### config.mk
export PLATFORM = sky130hd
export DESIGN_NAME = min_priority_queue_core
export DESIGN_NICKNAME = d
export VERILOG_FILES = /design/src/sv/mpq_pkg.sv /design/src/sv/mpq_cell.sv /design/src/sv/min_priority_queue_core.sv
export SDC_FILE = /design/constraint.sdc
export NUM_CORES = 2
export LEC_CHECK = 0
export BUFFER_PORTS_ARGS = -buffer_cell sky130_fd_sc_hd__buf_2
export CAP_MARGIN = 20
export CORE_ASPECT_RATIO = 0.9
export CORE_MARGIN = 5
export CORE_UTILIZATION = 40
export CTS_CLUSTER_DIAMETER = 60
export DETAILED_ROUTE_END_ITERATION = 10
export SLEW_MARGIN = 0
export SYNTH_ARGS = -nofsm -noshare
export SYNTH_HDL_FRONTEND = slang
export SYNTH_HIERARCHICAL = 1
export SYNTH_SLANG_ARGS = --single-unit
### constraint.sdc
create_clock -name i_clk -period 8.9 [get_ports i_clk]
set_input_delay 0 -clock i_clk [delete_from_list [all_inputs] [get_ports i_clk]]
set_output_delay 0 -clock i_clk [all_outputs]
set_load 0.05 [all_outputs]
### src/sv/mpq_pkg.sv
// types, codes and helpers shared by the priority queue cells and top level
package mpq_pkg;

    localparam int CAPACITY_DEF = 16;
    localparam int PRIO_W       = 16;
    localparam int TAG_W        = 32;
    localparam int STATUS_W     = 2;
    localparam int OCC_W        = 5;

    // sort key of an entry that can never be popped: above every positive priority
    localparam logic [PRIO_W-1:0] KEY_NONE = {1'b1, {(PRIO_W-1){1'b0}}};

    typedef enum logic {
        CMD_INSERT = 1'b0,
        CMD_POP    = 1'b1
    } t_command;

    typedef enum logic [STATUS_W-1:0] {
        ST_DONE = 2'd0,
        ST_FULL = 2'd1,
        ST_NONE = 2'd2
    } t_status;

    typedef enum logic [1:0] {
        OP_HOLD   = 2'd0,
        OP_INSERT = 2'd1,
        OP_POP    = 2'd2
    } t_cell_op;

    typedef struct packed {
        logic                     command;
        logic signed [PRIO_W-1:0] priority_req;
        logic [TAG_W-1:0]         tag;
    } t_cmd;

    typedef struct packed {
        logic [STATUS_W-1:0]      status;
        logic signed [PRIO_W-1:0] popped_priority;
        logic [TAG_W-1:0]         popped_tag;
        logic [OCC_W-1:0]         occupancy;
    } t_rsp;

    typedef struct packed {
        logic                     valid;
        logic signed [PRIO_W-1:0] prio;
        logic [TAG_W-1:0]         tag;
    } t_slot;

    typedef struct packed {
        t_cell_op                 op;
        logic [PRIO_W-1:0]        new_key;
        logic signed [PRIO_W-1:0] new_prio;
        logic [TAG_W-1:0]         new_tag;
    } t_cell_ctl;

    // positive priorities sort by value, zero and below go to the tail
    function automatic logic [PRIO_W-1:0] slot_key(input logic signed [PRIO_W-1:0] p);
        logic positive;
        positive = !p[PRIO_W-1] && (p != '0);
        return positive ? {1'b0, p[PRIO_W-2:0]} : KEY_NONE;
    endfunction

endpackage

### src/sv/mpq_cell.sv
// one cell of the sorted shift chain: holds a single entry
module mpq_cell
    import mpq_pkg::*;
(
    input  logic      i_clk,
    input  logic      i_rst_n,
    input  t_cell_ctl i_ctl,
    input  t_slot     i_prev,
    input  logic      i_prev_stays,
    input  t_slot     i_next,
    output t_slot     o_slot,
    output logic      o_stays
);

    logic                     r_valid;
    logic signed [PRIO_W-1:0] r_prio;
    logic [TAG_W-1:0]         r_tag;

    // equal keys stay ahead of the new entry, so older ones pop first
    assign o_stays = r_valid && (slot_key(r_prio) <= i_ctl.new_key);
    assign o_slot  = '{valid: r_valid, prio: r_prio, tag: r_tag};

    always_ff @(posedge i_clk) begin
        if (!i_rst_n) begin
            r_valid <= 1'b0;
        end else begin
            unique case (i_ctl.op)
                OP_INSERT: begin
                    if (!o_stays) begin
                        r_valid <= i_prev_stays ? 1'b1 : i_prev.valid;
                    end
                end
                OP_POP: begin
                    r_valid <= i_next.valid;
                end
                default: begin
                    r_valid <= r_valid;
                end
            endcase
        end
    end

    always_ff @(posedge i_clk) begin
        unique case (i_ctl.op)
            OP_INSERT: begin
                if (!o_stays) begin
                    if (i_prev_stays) begin
                        r_prio <= i_ctl.new_prio;
                        r_tag  <= i_ctl.new_tag;
                    end else begin
                        r_prio <= i_prev.prio;
                        r_tag  <= i_prev.tag;
                    end
                end
            end
            OP_POP: begin
                r_prio <= i_next.prio;
                r_tag  <= i_next.tag;
            end
            default: begin
                r_prio <= r_prio;
                r_tag  <= r_tag;
            end
        endcase
    end

endmodule

### src/sv/min_priority_queue_core.sv
// bounded min-first priority queue built as a sorted chain of cells
//
// Usage: drive i_cmd and raise start; the item is taken on an edge where
// start is high and busy is low. An insert places (priority, tag) in the
// chain; a pop removes the entry of lowest positive priority, the oldest
// among equals. Entries of priority zero or below are held but never popped.
// Each item gives exactly one result on o_rsp, marked by o_strobe for one
// cycle; the receiver cannot stall, so it must take the result then.
// The accepting edge registers the command and raises busy. Then every
// cell compares the broadcast key with its own and shifts, at the same
// edge that registers the result and raises o_strobe. busy is high for
// one cycle, while the single broadcast-and-shift step of the cell chain
// runs, so no new item is taken before the last one is through.
// Reset (i_rst_n low, synchronous) empties the queue, clears the strobe and
// busy; entry payloads are not cleared and need no clearing pass.
// Occupancy is reported as its low five bits.
module min_priority_queue_core
    import mpq_pkg::*;
#(
    parameter int CAPACITY = CAPACITY_DEF
) (
    input  logic i_clk,
    input  logic i_rst_n,
    input  logic start,
    input  t_cmd i_cmd,
    output logic busy,
    output logic o_strobe,
    output t_rsp o_rsp
);

    localparam int CNT_W = $clog2(CAPACITY + 1);

    logic             r_exec;
    t_cmd             r_cmd;
    logic [CNT_W-1:0] r_count;
    logic [CNT_W-1:0] n_count;
    logic             r_strobe;
    t_rsp             r_rsp;
    t_rsp             n_rsp;
    t_cell_ctl        w_ctl;

    t_slot w_slot  [CAPACITY];
    logic  w_stays [CAPACITY];

    logic w_full;
    logic w_head_ok;

    assign busy     = r_exec;
    assign o_strobe = r_strobe;
    assign o_rsp    = r_rsp;

    assign w_full    = (r_count == CNT_W'(CAPACITY));
    assign w_head_ok = w_slot[0].valid && (slot_key(w_slot[0].prio) != KEY_NONE);

    always_comb begin
        w_ctl.op       = OP_HOLD;
        w_ctl.new_key  = slot_key(r_cmd.priority_req);
        w_ctl.new_prio = r_cmd.priority_req;
        w_ctl.new_tag  = r_cmd.tag;
        n_count        = r_count;
        n_rsp.status          = ST_DONE;
        n_rsp.popped_priority = '0;
        n_rsp.popped_tag      = '0;
        if (r_exec) begin
            unique case (t_command'(r_cmd.command))
                CMD_INSERT: begin
                    if (w_full) begin
                        n_rsp.status = ST_FULL;
                    end else begin
                        w_ctl.op = OP_INSERT;
                        n_count  = r_count + 1'b1;
                    end
                end
                CMD_POP: begin
                    // chain is sorted, so only the head can be eligible
                    if (w_head_ok) begin
                        w_ctl.op              = OP_POP;
                        n_count               = r_count - 1'b1;
                        n_rsp.popped_priority = w_slot[0].prio;
                        n_rsp.popped_tag      = w_slot[0].tag;
                    end else begin
                        n_rsp.status = ST_NONE;
                    end
                end
                default: begin
                    n_rsp.status = ST_DONE;
                end
            endcase
        end
        n_rsp.occupancy = OCC_W'(n_count);
    end

    genvar gi;
    generate
        for (gi = 0; gi < CAPACITY; gi++) begin : g_cell
            t_slot w_prev;
            t_slot w_next;
            logic  w_prev_stays;
            if (gi == 0) begin : g_head
                assign w_prev       = '0;
                assign w_prev_stays = 1'b1;
            end else begin : g_body
                assign w_prev       = w_slot[gi-1];
                assign w_prev_stays = w_stays[gi-1];
            end
            if (gi == CAPACITY - 1) begin : g_tail
                assign w_next = '0;
            end else begin : g_inner
                assign w_next = w_slot[gi+1];
            end
            mpq_cell u_cell (
                .i_clk        (i_clk),
                .i_rst_n      (i_rst_n),
                .i_ctl        (w_ctl),
                .i_prev       (w_prev),
                .i_prev_stays (w_prev_stays),
                .i_next       (w_next),
                .o_slot       (w_slot[gi]),
                .o_stays      (w_stays[gi])
            );
        end
    endgenerate

    always_ff @(posedge i_clk) begin
        if (!i_rst_n) begin
            r_exec   <= 1'b0;
            r_count  <= '0;
            r_strobe <= 1'b0;
        end else begin
            r_exec   <= start && !r_exec;
            r_count  <= n_count;
            r_strobe <= r_exec;
        end
    end

    always_ff @(posedge i_clk) begin
        if (start && !r_exec) begin
            r_cmd <= i_cmd;
        end
        if (r_exec) begin
            r_rsp <= n_rsp;
        end
    end

    a_strobe_follows_exec: assert property (@(posedge i_clk) disable iff (!i_rst_n)
        r_strobe |-> $past(r_exec))
        else $error("result strobe without an item in execution");

    a_count_bounded: assert property (@(posedge i_clk) disable iff (!i_rst_n)
        r_count <= CNT_W'(CAPACITY))
        else $error("occupancy above capacity");

    a_head_matches_count: assert property (@(posedge i_clk) disable iff (!i_rst_n)
        w_slot[0].valid == (r_count != '0))
        else $error("head cell validity disagrees with occupancy");

    a_full_only_when_full: assert property (@(posedge i_clk) disable iff (!i_rst_n)
        (r_strobe && (r_rsp.status == ST_FULL)) |-> (r_count == CNT_W'(CAPACITY)))
        else $error("insert refused while space remained");

endmodule

# After elaboration in Yosys (flattened, before gate mapping)
# Cells that the tools add are included.
classes:
  reduce_logical: 88
  n_lt_le_gt_ge: 16
  addsub: 2
  eq_ne: 20
  bitwise_logic: 1
  n_mux: 169
op_table:
  columns: ["cell", "count"]
  rows:
  - ["case mux 32 bit (2 select lines)", 16]
  - ["two-way mux 32 bit", 31]
  - ["two-way mux 16 bit", 48]
  - ["case mux 16 bit (2 select lines)", 16]
  - ["nonzero test 16 bit", 17]
  - ["less-or-equal comparator 16 bit", 16]
  - ["logical AND 1 bit", 35]
  - ["AND reduction 2 bit", 17]
  - ["two-way mux 1 bit", 33]
  - ["inequality test 2 bit (second input constant)", 16]
  - ["case mux 1 bit (2 select lines)", 16]
  - ["logical NOT 1 bit", 18]
  - ["inequality test 16 bit (second input constant)", 1]
  - ["two-way mux 5 bit", 3]
  - ["case mux 5 bit (2 select lines)", 1]
  - ["case mux 2 bit (2 select lines)", 2]
  - ["two-way mux 2 bit", 3]
  - ["adder 5 x 1 -> 5 bit (second input constant)", 1]
  - ["== test 5 bit (second input constant)", 1]
  - ["subtractor 5 x 1 -> 5 bit (second input constant)", 1]
  - ["== test 2 x 1 -> 1 bit (second input constant)", 1]
  - ["== test 2 bit (second input constant)", 1]
  - ["nonzero test 2 bit", 1]
  - ["NOT 1 bit", 1]
word_totals:
  output_inout_bits: 57
  reg_bits: 895
  inputBits: 52
  elab_cells: 354

# Logic depth before layout (Yosys ltp)
logic_depth:
  ltp_word: 11
  ltp_mapped: 16
  mapped_depth_nobuf: 14

# Hierarchy
# The synthesis kept the hierarchy.
modules_own_cells:
  columns: ["mod", "cells_each", "instances", "seq_area_each_um2", "area_each_um2"]
  rows:
  - ["mpq_cell (g_cell[0].u_cell ...)", 301, 11, 1461.4, 3099.2]
  - ["mpq_cell (g_cell[1].u_cell ...)", 298, 5, 1461.4, 3060.4]
  - ["min_priority_queue_core", 253, 1, 3263.1, 4224.1]

# Least setup slack after synthesis
# Ideal clock, no wire load.
synth_path:
  path_kind: "register to register"
  startpoint: "register r_exec, in the netlist busy"
  endpoint: "register g_cell[1].u_cell.r_prio[0], enable pin"
  t_required_ns: 8.496
  period_less_slack_ns: 5.744
  path_buffers: 3
  stages_incl_launch_ff: 8
  setup_ns: 0.404
  slack_ns: 3.156
  arrival_time_ns: 5.340
  cell_sequence: "dfxtp_1 -> buf_6 -> nand2_1 -> nor2_1 -> nor2b_1 -> buf_2 -> buf_2 -> a211o_1"
synth_rtl:
  columns: ["element", "line_no", "source"]
  rows:
  - ["start: declaration", "min_priority_queue_core.sv:33", "logic r_exec;"]
  - ["start signal: assignment", "min_priority_queue_core.sv:130", "r_exec <= start && !r_exec;"]
  - ["end signal: assignment", "mpq_cell.sv:48", "r_prio <= i_ctl.new_prio;"]
  - ["end signal: assignment", "mpq_cell.sv:51", "r_prio <= i_prev.prio;"]
  - ["end signal: assignment", "mpq_cell.sv:57", "r_prio <= i_next.prio;"]
  - ["end: declaration", "mpq_cell.sv:16", "logic signed [PRIO_W-1:0] r_prio;"]

==> out/summary.txt <==
CTS Buf Count: 100
Die Footprint: 141000 um^2
GPL Wtd Cong: 0.857
clk_lat worst skew: 0.71 ns
Max IR drop VDD: 156 uV
WL final: 148000 um
CTS tree: built
row cnt: 127
YS warnings: 6
worst-margin pin slew: 1.09 ns
# fillers: 12600
clk slew on worst S/H paths: 0.06 ns
Hold Fails Final Rpt: 0
Setup Total Neg Slack: 0 ns
post-route ant nets: 0
status: finished, final reports clean
Syn Area/Cell: 10.6 um^2
CP Class: flop to flop
Setup Skew: 0.0342 ns
Max Cap Viol: 0
fin cells: 7059
CP required: 9.30 ns
crit path time final: 5.83 ns
CP Launch Type: flop
Clock Path Buffers: 3
Wirelength per Cell: 21.0 um
antenna cells: 0
PortBufs: 108
CP Capture Type: flop
clock root cell: clkbuf_16
RSZ-0062 raised after global routing: no
post-cts resize count: 0
number of global-route vias before repair: 39700
H-tree depth: 3
die span in y: 357 um
most common cell after layout, fill and taps aside: edfxtp_1
core area: 133000 um^2
Die W: 396 um
global-route wire length before repair: 231000 um
total global routing overflow: 0
Initial Util: 40.3%
final setup fails: 0
synthesized instance count: 5053
Hold WC Path Type: primary input to flop
Ports: 109
pin count of the biggest net entering global routing: 98
DR DRC count: 0
FMAX: 0.172 GHz
Hold WS: 0.0571 ns
Area growth, synth to finish: 12.2%
via count: 39400
Detailed Place HPWL: 101000 um
final period utilization: 65.5%
vias per cell: 5.58
relative slew slack: 27.0%
Layout Nets: 5544
Slew Limit Fails: 0
total power per unit cell area: 172 nW/um^2
Placed Cells: 6787
GR Util All Layers: 20.3%
router iterations before antenna repair: 6
WP data arrival: 6.22 ns
ratio of cells with drive above 1 in the final layout: 8.93%
Worst R2R Setup Slack: 3.07 ns
Cell Area, Synth: 53600 um^2
most frequent cells in the layout: edfxtp_1 (872), nand2_1 (851), mux2i_1 (768), o21ai_0 (689), inv_1 (268)
LEAKAGE: 19.2 nW
initial antenna violation count: 0
DR iter-0 viols: 2645
clk sink count: 895
critical path fanouts, max: 26
[area by class of cell]
cell class / instances / area (um^2) / area share [%]
Clock buffer: 127 / 2660 / 4.42
Inverter: 268 / 1010 / 1.67
Multi-Input combinational cell: 3693 / 25000 / 41.6
Timing Repair Buffer: 276 / 2050 / 3.42
Clock inverter: 59 / 563 / 0.936
Tap cell: 1741 / 2180 / 3.62
Sequential cell: 895 / 26600 / 44.3
[registers in the layout, indices dropped and copies added (netlist names)]
name,flops
r_cmd,49
busy,1
o_rsp,55
g_cell.u_cell/r_prio,256
g_cell.u_cell/r_tag,512
o_strobe,1
g_cell.u_cell/r_valid,16
r_count,5
[worst max-delay path, cell delays in order, from the launching register on]
cell and delay (ns):
edfxtp_1 0.68, nor4_1 0.74, a41oi_1 0.39, inv_1 0.62, inv_1 0.10, ha_1 0.37, nand4_2 0.13, nor3_2 0.07
a21boi_2 0.16, o31a_4 0.36, nor2b_4 0.85, buf_4 0.63, mux2i_1 0.25, o21ai_0 0.12
[per-layer routing]
layer | global-route usage, % | part of all wire, % | vias to the layer above
met4 | 4.68 | 2.2 | 0
met2 | 33.4 | 46 | 891
met1 | 29.0 | 47 | 19700
met5 | 0 | 0 | -
met3 | 2.41 | 4.3 | 188
li1 | - | - | 18600
[power breakdown]
part / internal [mW] / switching [mW] / total, mW / leakage (nW)
Clock: 2.33 / 1.80 / 4.14 / 1.56
Combinational: 0.395 / 0.676 / 1.07 / 9.39
Sequential: 4.92 / 0.224 / 5.14 / 8.25
[final timing paths]
check / depth (start not counted) / endpoint / from
worst max-delay path: 13 / g_cell[14].u_cell/r_tag[3]$_DFFE_PP_ / r_cmd[42]$_DFFE_PP_
worst min-delay path: 2 / r_cmd[29]$_DFFE_PP_ / i_cmd[29]
worst max register to register: 13 / g_cell[14].u_cell/r_tag[3]$_DFFE_PP_ / r_cmd[42]$_DFFE_PP_
worst min register to register: 2 / g_cell[14].u_cell/r_tag[6]$_DFFE_PP_ / g_cell[15].u_cell/r_tag[6]$_DFFE_PP_
[what timing repair did]
item	in CTS	in global routing
hold endpoints to repair	67	0
hold buffers	86	0
setup buffers	0	0
[through the flow]
step	worst slack (ns)	util [%]	instance area [um^2]	power (mW)
5_1_grt	2.98	45.2	60100	10.8
3_5_place_dp	3.33	42.1	56100	6.26
6_report	3.07	45.2	60100	10.4
2_1_floorplan	3.16	-	54000	5.85
3_3_place_gp	3.44	42.1	56000	6.22
4_1_cts	3.32	45.2	60100	10.4
No activity file was read; power rests on OpenSTA's default activity.
